--- src/rtl/core/ksat_pkg.sv ---
// Shared types and constants of the keyed saturating amount table.
// Holds the request and token structs passed between the top level and the cells.
// No dependencies.
`default_nettype none

package ksat_pkg;

  localparam int TABLE_ENTRIES_DEFAULT = 16;

  localparam logic [1:0] OP_MERGE  = 2'd0;
  localparam logic [1:0] OP_SET    = 2'd1;
  localparam logic [1:0] OP_REMOVE = 2'd2;

  localparam logic [63:0] AMOUNT_MAX = 64'h7fff_ffff_ffff_ffff;

  typedef struct packed {
    logic [1:0]  op;
    logic [3:0]  kind;
    logic [3:0]  subkind;
    logic [63:0] key;
    logic [63:0] amount;
  } req_t;

  typedef struct packed {
    logic        active;
    logic        matched;
    logic        free_seen;
    logic        removed;
    logic [63:0] rem_amount;
  } tok_t;

endpackage

`default_nettype wire

--- src/rtl/core/ksat_cell.sv ---
// One slot of the table: key, amount and valid bit, plus the lookup token stage.
// Depends on ksat_pkg for req_t, tok_t and the opcode constants.
`default_nettype none

module ksat_cell import ksat_pkg::*; (
  input  wire logic clk,
  input  wire logic rst_n,
  input  wire req_t req,
  input  wire tok_t tok_in,
  input  wire logic ins_go,
  output tok_t      tok_out,
  output logic      cand
);

  logic        valid_r;
  logic        cand_r;
  tok_t        tok_r;
  logic [3:0]  kind_r;
  logic [3:0]  subkind_r;
  logic [63:0] key_r;
  logic [63:0] amount_r;

  logic        hit;
  logic [64:0] cur_x;
  logic [64:0] amt_x;
  logic [64:0] opd_x;
  logic [64:0] sum_x;
  logic [63:0] sat;
  logic        gt;
  logic        frees;
  tok_t        tok_nxt;

  always_comb begin
    hit   = tok_in.active && valid_r && (kind_r == req.kind) &&
            (subkind_r == req.subkind) && (key_r == req.key);
    cur_x = {amount_r[63], amount_r};
    amt_x = {req.amount[63], req.amount};
    opd_x = (req.op == OP_REMOVE) ? (65'd0 - amt_x) : amt_x;
    sum_x = cur_x + opd_x;
    if (sum_x[64]) begin
      sat = 64'd0;
    end else if (sum_x[63]) begin
      sat = AMOUNT_MAX;
    end else begin
      sat = sum_x[63:0];
    end
    gt    = !sum_x[64] && (sum_x != 65'd0);
    frees = hit && (req.op == OP_REMOVE) && !gt;

    tok_nxt            = tok_in;
    tok_nxt.matched    = tok_in.matched || hit;
    tok_nxt.free_seen  = tok_in.free_seen || !valid_r;
    if (frees) begin
      tok_nxt.removed    = 1'b1;
      tok_nxt.rem_amount = amount_r;
    end
  end

  always_ff @(posedge clk) begin
    if (!rst_n) begin
      valid_r <= 1'b0;
      cand_r  <= 1'b0;
      tok_r   <= '0;
    end else begin
      tok_r <= tok_nxt;
      if (tok_in.active) begin
        cand_r <= !valid_r && !tok_in.free_seen;
      end else if (ins_go) begin
        cand_r <= 1'b0;
      end
      if (frees) begin
        valid_r <= 1'b0;
      end else if (ins_go && cand_r) begin
        valid_r <= 1'b1;
      end
    end
  end

  always_ff @(posedge clk) begin
    if (ins_go && cand_r) begin
      kind_r    <= req.kind;
      subkind_r <= req.subkind;
      key_r     <= req.key;
      amount_r  <= req.amount;
    end else if (hit) begin
      case (req.op)
        OP_MERGE:  amount_r <= sat;
        OP_SET:    amount_r <= req.amount;
        OP_REMOVE: if (gt) amount_r <= sat;
        default:   ;
      endcase
    end
  end

  assign tok_out = tok_r;
  assign cand    = cand_r;

endmodule

`default_nettype wire

--- config.mk ---
export PLATFORM = sky130hd
export DESIGN_NAME = ksat_cell
export DESIGN_NICKNAME = d
export VERILOG_FILES = /design/src/rtl/core/ksat_pkg.sv /design/src/rtl/core/ksat_cell.sv
export SDC_FILE = /design/constraint.sdc
export NUM_CORES = 1
export LEC_CHECK = 0
export BUFFER_PORTS_ARGS = -buffer_cell sky130_fd_sc_hd__buf_2
export CORE_UTILIZATION = 55
export DETAILED_ROUTE_END_ITERATION = 10
export MAX_ROUTING_LAYER = met4
export PLACE_DENSITY = 0.79
export SETUP_SLACK_MARGIN = 0.1
export SLEW_MARGIN = 20
export SYNTH_ARGS = -nofsm -noshare
export SYNTH_HDL_FRONTEND = slang
export SYNTH_SLANG_ARGS = --single-unit
--- constraint.sdc ---
create_clock -name clk -period 12.9 [get_ports clk]
set_clock_uncertainty 0.1 [all_clocks]
set_input_delay 2.58 -clock clk [delete_from_list [all_inputs] [get_ports clk]]
set_output_delay 2.58 -clock clk [all_outputs]
set_load 0.01 [all_outputs]
==> impl_metrics.env <==
export IMPL_cts_hold_buf=0
export IMPL_drv_slew=0
export IMPL_min_period_ns=10.39
export IMPL_setup_violations=0
export IMPL_path_class="input pin to register"
export IMPL_antenna_found_initial=0
export IMPL_finalHoldViolations=0
export IMPL_rows=60
export IMPL_clkSinkCount=206
export IMPL_vias_per_cell=6.61
export IMPL_ys_flop_type="edfxtp_1"
export IMPL_cts_tree="yes"
export IMPL_startpoint_type="input pin"
export IMPL_io_pins=278
export IMPL_synth_edf_count=136
export IMPL_dr_pass1_iters=7
export IMPL_cts_path_max_buffers=3
export IMPL_path_max_fanout=48
export IMPL_post_cts_resized=0
export IMPL_post_route_drc_count=0
export IMPL_final_antenna_net_count=0
export IMPL_final_seq_area_um2=5490
export IMPL_synth_distinct_cells=70
export IMPL_drive_gt1_share_pct=18.5
export IMPL_drtIter0Drc=2200
export IMPL_root_buffer="clkbuf_16"
export IMPL_fmax_ghz=0.0962
export IMPL_final_setup_tns_ns=0
export IMPL_routed_wl_mm=54.6
export IMPL_die_x_um=168
export IMPL_timing_hold_ws_ns=0.397
export IMPL_final_area_um2=17400
export IMPL_final_common_cell="buf_2"
export IMPL_yosys_warnings=0
export IMPL_port_buffers=277
export IMPL_vdd_drop_max_v=0.0000988
export IMPL_cts_clk_slew_worst_paths_ns=0.06
export IMPL_layout_common_cells="buf_2, nand2_1, o21ai_0"
export IMPL_post_cts_buffers=0
export IMPL_maxCapViolCount=0
export IMPL_syn_area_um2=15100
export IMPL_place_area_um2=16700
export IMPL_die_area_um2=28200
export IMPL_cts_inserted_buffers=25
export IMPL_worstMarginPinSlew_ns=0.899
export IMPL_nets=2263
export IMPL_fin_ws_ns=2.51
export IMPL_grt_max_degree=126
export IMPL_fillers=2295
export IMPL_arrival_ns=10.43
export IMPL_relSlewSlack_pct=40.0
export IMPL_die_h_um=168
export IMPL_avgSynthCellArea_um2=8.47
export IMPL_num_antenna_cells=0
export IMPL_p_leak_nw=6.73
export IMPL_ys_seq_area_share_pct=36.3
export IMPL_netlist_instances=1785
export IMPL_gp_congestion=1.03
export IMPL_h_tree_depth=1
export IMPL_outcome="completed"
export IMPL_fp_coreArea_um2=27000
export IMPL_post_route_period_util_pct=80.5
export IMPL_synthArstFlopShare_pct=0
export IMPL_syn_num_nets=2067
export IMPL_multi_input_area_um2=9080
export IMPL_grt_usage_pct=39.1
export IMPL_crit_path_end_kind="register"
export IMPL_start_util_pct=56.1
export IMPL_overflow=0
export IMPL_num_vias=15500
export IMPL_place_hpwl_mm=42.4
export IMPL_rsz0062_at_grt="no"
export IMPL_cp_required_ns=12.94
export IMPL_wire_per_inst_um=23.3
export IMPL_clk_latency_ns=0.52
export IMPL_place_ws_ns=2.07
export IMPL_synth_seq_cells=206
export IMPL_grt_pass1_vias=14300
export IMPL_p_per_area_nw_per_um2=121
export IMPL_grt_pass1_wl_mm=83.2
export IMPL_worstHoldPathType="register to register"
export IMPL_finalPower_w=0.00212
export IMPL_area_delta_synth_final_pct=15.3
-- area by class of cell --
class | count | share of cell area, %
multi-input combinational | 1412 | 52.1
inverter | 44 | 0.955
timing repair buffer | 292 | 8.69
clock buffer | 34 | 3.96
tap | 341 | 2.45
clock inverter | 11 | 0.380
sequential | 206 | 31.5
-- cells in the mapped netlist (14+ instances only) --
master     instances  share of area, %
clkbuf_1         113               2.8
dfxtp_1           70               9.3
nand2_1          234               5.8
a31oi_1           74               3.1
nor2_1            68               1.7
o21ai_0          205               6.8
o21a_1            17              0.84
edfxtp_1         136                27
nand3_1           83               2.7
inv_1             44               1.1
o31ai_1           24               1.2
ha_1              72               6.0
xor2_1            51               3.0
o2111ai_1         70               4.1
nor4_1            19              0.79
a21o_1            16              0.79
a21oi_1           98               3.2
or3_1             17              0.70
nand4_1           43               1.8
nor3_1            29              0.96
o211ai_1          14              0.69
xnor2_1          120               6.9
-- through the flow --
step	utilization [%]	std cells
floorplan	-	1785
global placement	61.8	2295
detailed placement	61.8	2295
CTS	64.7	2340
global route	64.7	2340
finish	64.7	2340
-- flip-flops by register name (all words and copies together) (netlist names) --
register   count
key_r         64
kind_r         4
subkind_r      4
cand           1
tok_out       68
amount_r      64
valid_r        1
-- logic make-up after synthesis --
| logic type | after synthesis | synth area share, % |
|---|---|---|
| fa+ha+maj | 73 | 6.09 |
| compound gates | 596 | 25.0 |
| xor+xnor | 171 | 9.90 |
| flops | 206 | 36.3 |
| simple gates | 566 | 18.1 |
| mux | 6 | 0.405 |
| buf+inv | 167 | 4.19 |
-- worst paths after layout --
path,from,to,slack (ns),cells past startpoint
worst max register to register,amount_r[21],amount_r[52],7.21,14
worst max-delay path,req[16],amount_r[52],2.51,25
worst min-delay path,valid_r,tok_out[65],0.40,1
worst min register to register,valid_r,tok_out[65],0.40,1
-- worst max-delay path, stage by stage --
cell and delay (ns):
buf_2 0.12, or4_4 0.55, or3_4 0.36, or3_4 0.36, or3_4 0.38, or2_4 0.27, or4_4 0.47, or4_4 0.45
or3_1 0.38, or2_1 0.34, o41ai_1 0.40, xnor2_1 0.12, ha_1 0.38, nand2_1 0.13, o21ai_0 0.12, a31oi_1 0.37
o221ai_1 0.29, o21bai_1 0.30, a221oi_4 0.36, a21o_1 0.14, nor4_1 0.08, and4b_2 0.25, o21ai_0 0.15, a21o_2 0.37
buf_4 0.67
-- routing by layer --
| layer | up-vias | track usage, % | part of all wire, % | wire, um |
|---|---|---|---|---|
| li1 | 7131 | - | - | - |
| met5 | - | - | 0 | 0 |
| met4 | 0 | 10.9 | 3.2 | 1740 |
| met2 | 839 | 60.8 | 45 | 24500 |
| met1 | 7375 | 52.9 | 42 | 22900 |
| met3 | 116 | 6.09 | 9.9 | 5390 |
-- power breakdown --
| group | leakage (nW) | switching [W] | total (W) | internal [W] |
|---|---|---|---|---|
| registers | 1.83 | 0.0000173 | 0.000767 | 0.000750 |
| clock network | 0.376 | 0.000281 | 0.000658 | 0.000376 |
| logic | 4.52 | 0.000454 | 0.000692 | 0.000239 |
| total | 6.73 | 0.000752 | 0.00212 | 0.00137 |
(Power assumes the default switching activity.)
